===== config.mk =====
export PLATFORM = sky130hd
export DESIGN_NAME = room_light_alarm_controller
export DESIGN_NICKNAME = d
export VERILOG_FILES = /design/src/rtl/rlac_pkg.sv /design/src/rtl/rlac_cfg.sv /design/src/rtl/rlac_core.sv /design/src/rtl/room_light_alarm_controller.sv
export SDC_FILE = /design/constraint.sdc
export NUM_CORES = 1
export LEC_CHECK = 0
export BUFFER_PORTS_ARGS = -buffer_cell sky130_fd_sc_hd__buf_2
export CAP_MARGIN = 20
export CORE_ASPECT_RATIO = 1.1
export CORE_UTILIZATION = 40
export DETAILED_ROUTE_END_ITERATION = 6
export GPL_TIMING_DRIVEN = 0
export SYNTH_ARGS = -nofsm -noshare
export SYNTH_HDL_FRONTEND = slang
export SYNTH_HIERARCHICAL = 1
export SYNTH_SLANG_ARGS = --single-unit

===== constraint.sdc =====
create_clock -name aclk -period 15.4 [get_ports aclk]
set_clock_uncertainty 0.2 [all_clocks]
set_input_delay 2.31 -clock aclk [delete_from_list [all_inputs] [get_ports aclk]]
set_output_delay 2.31 -clock aclk [all_outputs]
set_load 0.1 [all_outputs]

===== src/rtl/rlac_pkg.sv =====
`default_nettype none
// ----------------------------------------------------------------------------
// rlac_pkg
// Shared codes, reset values and types of the room light and alarm controller.
// ----------------------------------------------------------------------------
package rlac_pkg;

    // command codes
    localparam logic [1:0] CMD_SAMPLE    = 2'd0;
    localparam logic [1:0] CMD_MANUAL    = 2'd1;
    localparam logic [1:0] CMD_EMERGENCY = 2'd2;
    localparam logic [1:0] CMD_SET_MODE  = 2'd3;

    // lamp modes
    localparam logic [2:0] LAMP_OFF       = 3'd0;
    localparam logic [2:0] LAMP_LIGHTING  = 3'd1;
    localparam logic [2:0] LAMP_WARNING   = 3'd2;
    localparam logic [2:0] LAMP_EMERGENCY = 3'd3;
    localparam logic [2:0] LAMP_NORMAL    = 3'd4;

    // register indexes
    localparam int CFG_IDX_W = 3;
    localparam logic [CFG_IDX_W-1:0] REG_LOCK_MS   = 3'd0;
    localparam logic [CFG_IDX_W-1:0] REG_HOLD_MS   = 3'd1;
    localparam logic [CFG_IDX_W-1:0] REG_G_TEMP    = 3'd2;
    localparam logic [CFG_IDX_W-1:0] REG_G_HUMID   = 3'd3;
    localparam logic [CFG_IDX_W-1:0] REG_S_TEMP    = 3'd4;
    localparam logic [CFG_IDX_W-1:0] REG_S_HUMID   = 3'd5;

    localparam int CFG_DATA_W = 32;
    localparam int TIME_W     = 32;
    localparam int TEMP_W     = 12;
    localparam int HUMID_W    = 10;

    // reset values; times in milliseconds, thresholds in tenths of a unit
    localparam logic [TIME_W-1:0]         RST_LOCK_MS = 32'd30000;
    localparam logic [TIME_W-1:0]         RST_HOLD_MS = 32'd30000;
    localparam logic signed [TEMP_W-1:0]  RST_G_TEMP  = 12'sd300;
    localparam logic [HUMID_W-1:0]        RST_G_HUMID = 10'd600;
    localparam logic signed [TEMP_W-1:0]  RST_S_TEMP  = 12'sd350;
    localparam logic [HUMID_W-1:0]        RST_S_HUMID = 10'd700;

    typedef struct packed {
        logic [TIME_W-1:0]        lock_ms;
        logic [TIME_W-1:0]        hold_ms;
        logic signed [TEMP_W-1:0] g_temp;
        logic [HUMID_W-1:0]       g_humid;
        logic signed [TEMP_W-1:0] s_temp;
        logic [HUMID_W-1:0]       s_humid;
    } cfg_t;

    typedef struct packed {
        logic [1:0]               cmd;
        logic [TIME_W-1:0]        now_ms;
        logic [2:0]               mode_value;
        logic signed [TEMP_W-1:0] temperature;
        logic [HUMID_W-1:0]       humidity;
        logic                     motion;
    } item_t;

    typedef struct packed {
        logic [2:0] lamp_mode;
        logic       alarm_on;
        logic       lamp_changed;
        logic       alarm_changed;
    } result_t;

endpackage
`default_nettype wire


===== src/rtl/rlac_cfg.sv =====
`default_nettype none
// ----------------------------------------------------------------------------
// rlac_cfg
// Configuration register file, written through a plain write port.
// ----------------------------------------------------------------------------
module rlac_cfg (
    input  wire logic                              aclk,
    input  wire logic                              aresetn,
    input  wire logic                              cfg_we,
    input  wire logic [rlac_pkg::CFG_IDX_W-1:0]    cfg_index,
    input  wire logic [rlac_pkg::CFG_DATA_W-1:0]   cfg_wdata,
    output rlac_pkg::cfg_t                         cfg
);

    rlac_pkg::cfg_t cfg_reg;

    always_ff @(posedge aclk) begin
        if (!aresetn) begin
            cfg_reg.lock_ms <= rlac_pkg::RST_LOCK_MS;
            cfg_reg.hold_ms <= rlac_pkg::RST_HOLD_MS;
            cfg_reg.g_temp  <= rlac_pkg::RST_G_TEMP;
            cfg_reg.g_humid <= rlac_pkg::RST_G_HUMID;
            cfg_reg.s_temp  <= rlac_pkg::RST_S_TEMP;
            cfg_reg.s_humid <= rlac_pkg::RST_S_HUMID;
        end else if (cfg_we) begin
            case (cfg_index)
                rlac_pkg::REG_LOCK_MS: cfg_reg.lock_ms <= cfg_wdata;
                rlac_pkg::REG_HOLD_MS: cfg_reg.hold_ms <= cfg_wdata;
                rlac_pkg::REG_G_TEMP:  cfg_reg.g_temp  <= cfg_wdata[rlac_pkg::TEMP_W-1:0];
                rlac_pkg::REG_G_HUMID: cfg_reg.g_humid <= cfg_wdata[rlac_pkg::HUMID_W-1:0];
                rlac_pkg::REG_S_TEMP:  cfg_reg.s_temp  <= cfg_wdata[rlac_pkg::TEMP_W-1:0];
                rlac_pkg::REG_S_HUMID: cfg_reg.s_humid <= cfg_wdata[rlac_pkg::HUMID_W-1:0];
                default: ;
            endcase
        end
    end

    assign cfg = cfg_reg;

endmodule
`default_nettype wire


===== src/rtl/rlac_core.sv =====
`default_nettype none
// ----------------------------------------------------------------------------
// rlac_core
// Controller state and the single-pass decision logic for one word.
// ----------------------------------------------------------------------------
module rlac_core (
    input  wire logic       aclk,
    input  wire logic       aresetn,
    input  wire logic       advance,
    input  wire rlac_pkg::item_t item,
    input  wire rlac_pkg::cfg_t  cfg,
    output rlac_pkg::result_t result
);

    logic [2:0]                  lamp_reg, lamp_next;
    logic                        alarm_reg, alarm_next;
    logic                        sentinel_reg, sentinel_next;
    logic [rlac_pkg::TIME_W-1:0] lock_until_reg, lock_until_next;
    logic [rlac_pkg::TIME_W-1:0] last_motion_reg, last_motion_next;
    logic                        light_reg, light_next;

    logic [rlac_pkg::TIME_W-1:0] since_motion;
    logic                        locked;
    logic                        g_over;
    logic                        s_over;
    logic [2:0]                  auto_lamp;
    logic                        auto_alarm;
    logic                        lamp_ch;
    logic                        alarm_ch;

    assign since_motion = item.now_ms - last_motion_reg;
    assign locked = item.now_ms < lock_until_reg;
    assign g_over = (item.temperature > cfg.g_temp) || (item.humidity > cfg.g_humid);
    assign s_over = (item.temperature > cfg.s_temp) || (item.humidity > cfg.s_humid);

    always_comb begin
        lamp_next        = lamp_reg;
        alarm_next       = alarm_reg;
        sentinel_next    = sentinel_reg;
        lock_until_next  = lock_until_reg;
        last_motion_next = last_motion_reg;
        light_next       = light_reg;
        auto_lamp        = rlac_pkg::LAMP_OFF;
        auto_alarm       = 1'b0;
        lamp_ch          = 1'b0;
        alarm_ch         = 1'b0;
        case (item.cmd)
            rlac_pkg::CMD_MANUAL: begin
                if (item.mode_value <= rlac_pkg::LAMP_NORMAL) begin
                    lamp_next       = item.mode_value;
                    lock_until_next = item.now_ms + cfg.lock_ms;
                    alarm_next      = (item.mode_value == rlac_pkg::LAMP_EMERGENCY);
                    lamp_ch         = 1'b1;
                    alarm_ch        = 1'b1;
                end
            end
            rlac_pkg::CMD_EMERGENCY: begin
                lamp_next  = rlac_pkg::LAMP_EMERGENCY;
                alarm_next = 1'b1;
                lamp_ch    = 1'b1;
                alarm_ch   = 1'b1;
            end
            rlac_pkg::CMD_SET_MODE: begin
                sentinel_next    = (item.mode_value != 3'd0);
                alarm_next       = 1'b0;
                lamp_next        = rlac_pkg::LAMP_OFF;
                lock_until_next  = '0;
                last_motion_next = '0;
                light_next       = 1'b0;
                lamp_ch          = 1'b1;
                alarm_ch         = 1'b1;
            end
            default: begin
                if (!locked) begin
                    if (!sentinel_reg) begin
                        if (item.motion) begin
                            auto_lamp        = rlac_pkg::LAMP_LIGHTING;
                            last_motion_next = item.now_ms;
                            light_next       = 1'b1;
                        end else if (g_over) begin
                            auto_lamp  = rlac_pkg::LAMP_WARNING;
                            auto_alarm = 1'b1;
                            light_next = 1'b0;
                        end else if (light_reg && (since_motion < cfg.hold_ms)) begin
                            auto_lamp = rlac_pkg::LAMP_LIGHTING;
                        end else begin
                            auto_lamp  = rlac_pkg::LAMP_OFF;
                            light_next = 1'b0;
                        end
                    end else begin
                        if (item.motion) begin
                            auto_lamp  = rlac_pkg::LAMP_EMERGENCY;
                            auto_alarm = 1'b1;
                        end else if (s_over) begin
                            auto_lamp = rlac_pkg::LAMP_WARNING;
                        end else begin
                            auto_lamp = rlac_pkg::LAMP_NORMAL;
                        end
                    end
                    lamp_next  = auto_lamp;
                    alarm_next = auto_alarm;
                    lamp_ch    = (auto_lamp != lamp_reg);
                    alarm_ch   = (auto_alarm != alarm_reg);
                end
            end
        endcase
    end

    always_ff @(posedge aclk) begin
        if (!aresetn) begin
            lamp_reg        <= rlac_pkg::LAMP_OFF;
            alarm_reg       <= 1'b0;
            sentinel_reg    <= 1'b0;
            lock_until_reg  <= '0;
            last_motion_reg <= '0;
            light_reg       <= 1'b0;
        end else if (advance) begin
            lamp_reg        <= lamp_next;
            alarm_reg       <= alarm_next;
            sentinel_reg    <= sentinel_next;
            lock_until_reg  <= lock_until_next;
            last_motion_reg <= last_motion_next;
            light_reg       <= light_next;
        end
    end

    assign result.lamp_mode     = lamp_next;
    assign result.alarm_on      = alarm_next;
    assign result.lamp_changed  = lamp_ch;
    assign result.alarm_changed = alarm_ch;

endmodule
`default_nettype wire


===== src/rtl/room_light_alarm_controller.sv =====
`default_nettype none
// ----------------------------------------------------------------------------
// room_light_alarm_controller
// Structure: input register, one pass of decision logic against the state
// registers, result register. Throughput: one word per cycle while the result
// register is not held by m_tready back-pressure.
// Reset: synchronous active-low aresetn clears both stages, the lamp, alarm and
// sentinel state, lockout, motion time, light flag, and loads register defaults.
// ----------------------------------------------------------------------------
module room_light_alarm_controller (
    input  wire logic                            aclk,
    input  wire logic                            aresetn,
    input  wire logic                            cfg_we,
    input  wire logic [rlac_pkg::CFG_IDX_W-1:0]  cfg_index,
    input  wire logic [rlac_pkg::CFG_DATA_W-1:0] cfg_wdata,
    input  wire logic                            s_tvalid,
    output logic                                 s_tready,
    // now_ms[31:0], mode_value[34:32], temperature[46:35], humidity[56:47],
    // motion[57], zero[63:58]
    input  wire logic [63:0]                     s_tdata,
    // cmd[1:0]
    input  wire logic [1:0]                      s_tuser,
    output logic                                 m_tvalid,
    input  wire logic                            m_tready,
    // lamp_mode[2:0], alarm_on[3], lamp_changed[4], alarm_changed[5], zero[7:6]
    output logic [7:0]                           m_tdata
);

    rlac_pkg::cfg_t    cfg;
    rlac_pkg::item_t   item_reg;
    rlac_pkg::result_t result;
    rlac_pkg::result_t res_reg;
    logic              in_valid_reg;
    logic              out_valid_reg;
    logic              advance;

    assign advance  = in_valid_reg && (!out_valid_reg || m_tready);
    assign s_tready = !in_valid_reg || advance;

    rlac_cfg u_cfg (
        .aclk      (aclk),
        .aresetn   (aresetn),
        .cfg_we    (cfg_we),
        .cfg_index (cfg_index),
        .cfg_wdata (cfg_wdata),
        .cfg       (cfg)
    );

    rlac_core u_core (
        .aclk    (aclk),
        .aresetn (aresetn),
        .advance (advance),
        .item    (item_reg),
        .cfg     (cfg),
        .result  (result)
    );

    always_ff @(posedge aclk) begin
        if (!aresetn) begin
            in_valid_reg  <= 1'b0;
            out_valid_reg <= 1'b0;
        end else begin
            if (s_tready) begin
                in_valid_reg <= s_tvalid;
            end
            if (advance) begin
                out_valid_reg <= 1'b1;
            end else if (m_tready) begin
                out_valid_reg <= 1'b0;
            end
        end
    end

    always_ff @(posedge aclk) begin
        if (s_tready && s_tvalid) begin
            item_reg.cmd         <= s_tuser;
            item_reg.now_ms      <= s_tdata[31:0];
            item_reg.mode_value  <= s_tdata[34:32];
            item_reg.temperature <= s_tdata[46:35];
            item_reg.humidity    <= s_tdata[56:47];
            item_reg.motion      <= s_tdata[57];
        end
        if (advance) begin
            res_reg <= result;
        end
    end

    assign m_tvalid = out_valid_reg;
    assign m_tdata  = {2'b00, res_reg.alarm_changed, res_reg.lamp_changed,
                       res_reg.alarm_on, res_reg.lamp_mode};

endmodule
`default_nettype wire

; ---- After elaboration in Yosys (flattened, before gate mapping)
; Cells that the tools add are included.
[op_classes]
addsub = 2
n_lt_le_gt_ge = 7
n_mux = 39
bitwise = 1
shift = 0
n_eq_ne = 15
reduce_logical = 27
multipliers = 0
n_div = 0
[op_table]
columns = op, n
row1 = $mux W32, 4
row2 = $pmux W32 S2, 2
row3 = $lt A32 B32 Y1, 2
row4 = $add A32 B32 Y32, 1
row5 = $sub A32 B32 Y32, 1
row6 = $mux W3, 9
row7 = $gt A12 B12 Y1, 2
row8 = $gt A10 B10 Y1, 2
row9 = $mux W1, 19
row10 = $reduce_and A2 Y1, 7
row11 = $reduce_and A5 Y1, 2
row12 = $eq A3 B2 Y1 const B, 3
row13 = $pmux W3 S3, 1
row14 = $eq A3 B3 Y1 const B, 2
row15 = $pmux W1 S2, 3
row16 = $reduce_bool A2 Y1, 3
row17 = $eq A2 B2 Y1 const B, 2
row18 = $logic_or A1 B1 Y1, 4
row19 = $ne A2 B2 Y1 const B, 2
row20 = $ne A4 B3 Y1 const B, 1
row21 = $reduce_or A2 Y1, 2
row22 = $eq A3 B1 Y1 const B, 1
row23 = $le A3 B3 Y1 const B, 1
row24 = $logic_and A1 B1 Y1, 3
row25 = other kinds (11), 12
[word_totals]
rom_bits = 0
ram_bits = 0
word_cells = 115
n_memories = 0
latchBits = 0
ff_bits = 246
in_bits = 106

; ---- Longest topological paths before layout
[depth]
ltp_word = 12
ltp_mapped = 23
mapped_depth_nobuf = 22

; ---- Modules after synthesis
; Netlist, hierarchy kept.
[modules_own_cells]
columns = mod, area_each_um2, cells_each, n_inst
row1 = rlac_core, 8488.1, 1098, 1
row2 = rlac_cfg, 4200.3, 406, 1
row3 = room_light_alarm_controller, 2104.5, 78, 1

; ---- Least setup slack after synthesis
; No wires, ideal clock.
[synth_path]
path_kind = in2reg
from = in m_tready
to = reg item_reg[0] in the netlist's numbering (enable)
slack_ns = 9.411
path_stages = 2
arrival_ns = 5.292
path_cell_list = nor2b_4 > a21oi_1
[synth_between]
elab_chain_cells = 4
[synth_lines]
columns = element, line
row1 = "start, declared", room_light_alarm_controller.sv:24  ; input wire logic m_tready,
row2 = $logic_or A1 B1 Y1, room_light_alarm_controller.sv:37  ; assign advance = in_valid_reg && (!out_valid_reg || m_tready);
row3 = $logic_and A1 B1 Y1, room_light_alarm_controller.sv:37
row4 = $logic_or A1 B1 Y1, room_light_alarm_controller.sv:38  ; assign s_tready = !in_valid_reg || advance;
row5 = $logic_and A1 B1 Y1, room_light_alarm_controller.sv:75  ; if (s_tready && s_tvalid) begin
row6 = "end, declared", room_light_alarm_controller.sv:30  ; rlac_pkg::item_t item_reg;
; No other way between the ends.
; A chain may end at the register's enable or synchronous reset.

; ---- Final worst setup path
[layout_path]
from = reg item_reg[26] in the netlist's numbering
to = reg res_reg (netlist bit m_tdata[4]), data pin
[layout_between]
elab_chain_cells = 12
word_cells_on_any_way = 13
cone_classes = add/sub (1) / order compare (2) / eq/ne (1) / mux (8) / reduce/logical (1)
[layout_lines]
columns = element, line
row1 = $sub A32 B32 Y32, rlac_core.sv:31  ; assign since_motion = item.now_ms - last_motion_reg;
row2 = $lt A32 B32 Y1, rlac_core.sv:84  ; end else if (light_reg && (since_motion < cfg.hold_ms)) begin
row3 = $logic_and A1 B1 Y1, rlac_core.sv:84
row4 = $mux W1, rlac_core.sv:84
row5 = $mux W3, rlac_core.sv:80  ; end else if (g_over) begin
row6 = $mux W3, rlac_core.sv:76  ; if (item.motion) begin
row7 = $mux W3, rlac_core.sv:75  ; if (!sentinel_reg) begin
row8 = $mux W3, rlac_core.sv:74  ; if (!locked) begin
row9 = $mux W3, rlac_core.sv:47  ; case (item.cmd)
row10 = $ne A3 B3 Y1, rlac_core.sv:102  ; lamp_ch = (auto_lamp != lamp_reg);
row11 = $mux W1 (*), rlac_core.sv:74
row12 = $pmux W1 S2 (*), rlac_core.sv:47
row13 = named net u_core.lamp_ch, rlac_core.sv:28  ; logic lamp_ch;
row14 = "end signal, assigned", room_light_alarm_controller.sv:84  ; res_reg <= result;
row15 = "end, declared", room_light_alarm_controller.sv:32  ; rlac_pkg::result_t res_reg;
; Mark *: on every way through the listed nets, which the timed path passes. The rest lies on a longest branch. The select of a mux whose other input is x is not followed.

==> metrics.yaml <==
status:
  status: "finished, final reports clean"
logic_synthesis:
  synth_area_leader_cell: "dfxtp_1"
  synth_edf_count: 66
  syn_area_sq_um: 14800
  ys_top_cells_by_count: "180 x dfxtp_1, 172 x ha_1, 170 x inv_1"
  avgSynthCellArea_sq_um: 9.35
  yosys-top-cells-area: "dfxtp_1 24%, ha_1 15%, edfxtp_1 13%, mux2i_1 7.5%, inv_1 4.3%"
  postSynthCellCount: 1582
  synth_top_area_share_pct: 24.4
  synth-seq-cells: 246
  synth_flop_cell: "dfxtp_1"
  yosys_warnings: 6
  ys_types: 76
  yosysMostFrequentCell: "dfxtp_1"
  async_reset_ff_share_pct: 0
  ys_seq_area_share_pct: 37.8
worst_setup_path:
  rrSetupSlack_ps: 9370
  r2r-start: "item_reg[26]"
  endpoint_kind: "flop"
  cp.required_ps: 15550
  critical_path_arrival_ps: 6180
  cp-start-kind: "flop"
  criticalPathCategory: "flop to flop"
  cp_max_fo: 4
  timing.rr.end: "m_tdata[4]"
  r2r_cells: 23
sta:
  worst_slack_ps: 9370
  finalSetupViolCount: 0
  period_minus_slack_ps: 6030
  hold_viol_final: 0
  slew_headroom_pct: 29.2
  worst_pin_slew_ps: 1060
  fmax_ghz: 0.166
  tns_ps: 0
  drv_slew: 0
  hold_slack_ps: 257
  fin_crit_sh_pct: 39.2
  rsz0062_at_grt: "false"
drt:
  routed_wl_mm: 38.9
  drtIter0Drc: 526
  viasPerCell: 5.22
  num_vias: 11700
  dr.pass1.iters: 5
  wl_per_cell_um: 17.4
  drc: 0
  ant_nets: 0
floorplan:
  die_width_um: 185
  start_util_pct: 40.8
  rows: 73
  dieArea_sq_um: 37800
  io_pins: 116
  core_sq_um: 36300
  die_h_um: 204
clocking:
  post_cts_buffers: 0
  h-tree-depth: 1
  tritoncts: "yes"
  cts_root_buffer: "clkbuf_16"
  cts_sinks: 246
  cts_resized: 0
  cts_hold_buf: 0
  cts_buffers: 31
  clock_path_buffers: 3
  path_clk_slew_ps: 60
  clk_latency_ps: 590
cells_and_area:
  multi_input_area_sq_um: 8270
  largest_reg_flops: 108
  fillers: 3573
  synthToLayoutAreaGrowth_pct: 15.4
  drive_gt1_share_pct: 11.7
  layout.nets: 2001
  seq_area_sq_um: 5590
  diodes: 0
global_route:
  grt_pass1_wl_mm: 61.4
  antenna_found_initial: 0
  grt_max_degree: 26
  grt_overflow: 0
  track_usage_pct: 20.9
  grt_pass1_vias: 11600
min_path:
  hold_end: "u_core/lock_until_reg[27]"
  hold_path.class: "flop to flop"
  hold_path_startpoint: "u_core/lock_until_reg[27]"
  hold_depth: 2
placed_design:
  place.gp.congestion: 0.845
  io_buffer_count: 103
  place_ws_ps: 9400
  hpwl_mm: 30.2
pwr:
  total_power_mw: 1.73
  vdd_ir_drop_max_mv: 0.0863
  power_leakage_nw: 7.39
  power_density_nw_per_um2: 101
run:
  maxCapViolations: 0
## critical path: stages, from the launching register on
cell	delay, ps
edfxtp_1	450
inv_1	90
ha_1	160
inv_1	60
fa_1	400
a21oi_1	210
o22ai_1	140
o31a_1	370
a21o_1	210
a311o_1	380
nor3b_1	220
nor2_1	100
a211oi_1	310
xnor2_1	130
ha_1	310
and3_1	180
nand3_1	110
nor3_1	500
o2111ai_1	200
o21a_1	260
a41oi_1	380
xor2_1	190
a21oi_1	100
buf_4	140
## where the power goes
| group | total (mW) | leakage [nW] | internal, mW | switching [mW] |
|---|---|---|---|---|
| logic | 0.256 | 4.76 | 0.107 | 0.149 |
| registers | 0.708 | 2.10 | 0.689 | 0.0194 |
| clock network | 0.762 | 0.531 | 0.460 | 0.302 |
| total | 1.73 | 7.39 | 1.26 | 0.471 |
## metrics by stage
stage          utilization, %  cells  area (sq um)
2_1_floorplan               -   1583         14800
3_3_place_gp             43.9   2173         15900
3_5_place_dp             44.1   2175         16000
4_1_cts                  47.1   2233         17100
5_1_grt                  47.1   2233         17100
6_report                 47.1   2233         17100
## cell type report
class	count	share of cell area, %
inverter	170	3.74
clock inverter	17	0.982
sequential	246	32.7
timing repair buffer	105	3.30
clock buffer	41	5.44
tap	487	3.57
multi-input combinational	1111	48.4
buffer	56	1.85
## how the worst max path moves through the flow
stage	slack, ps	from	to
2_1_floorplan	9410	m_tready	item_reg[0]
3_3_place_gp	7550	m_tready	item_reg[42]
3_5_place_dp	9400	item_reg[39]	m_tdata[4]
4_1_cts	9340	item_reg[39]	m_tdata[4]
5_1_grt	8960	item_reg[26]	m_tdata[4]
6_report	9370	item_reg[26]	m_tdata[4]
## cell families (layout without fill, tap and decap cells)
family          count (synthesis)  after routing  share of synthesized area, %
compound gates                341            341                          15.6
xor+xnor                       53             53                          3.14
fa+ha+maj                     174            174                          14.8
buf+inv                       226            389                          6.45
flops                         246            246                          37.8
mux                           116            116                          7.89
other cells                     1              2                        0.0253
simple gates                  425            425                          14.4
## layout by cell type (no fill, tap or decap), types with 6 or more instances in the layout
master | synthesis | final
a21o_1 | 40 | 40
and3_1 | 11 | 11
a21oi_1 | 84 | 83
nand3_1 | 29 | 29
dfxtp_1 | 180 | 180
a311oi_1 | 6 | 6
nand4_1 | 18 | 18
and2_1 | 12 | 12
buf_2 | 10 | 113
nand2b_1 | 8 | 8
a22o_1 | 33 | 33
o22ai_1 | 6 | 6
buf_6 | 8 | 8
nor3_1 | 15 | 15
ha_1 | 172 | 172
nor4_1 | 6 | 6
clkbuf_16 | 0 | 35
edfxtp_1 | 66 | 66
o21ai_1 | 7 | 7
o211ai_1 | 12 | 12
a211oi_1 | 14 | 14
nand2_1 | 165 | 165
xnor2_1 | 32 | 32
mux2i_1 | 111 | 111
clkbuf_1 | 27 | 30
a22oi_1 | 11 | 11
a21boi_0 | 6 | 6
nor2b_1 | 60 | 60
o21ai_0 | 50 | 50
o21a_1 | 20 | 20
inv_1 | 170 | 170
nor2_1 | 67 | 67
xor2_1 | 21 | 21
clkinv_2 | 0 | 7
buf_4 | 9 | 9
a31oi_1 | 12 | 12
## routing by layer
metal  wire [um]  global-route usage (%)
met3        1800                    2.77
met4        1380                    8.23
met2       18200                    35.7
met5           0                       0
met1       17500                    26.6
(Power assumes the default switching activity.)
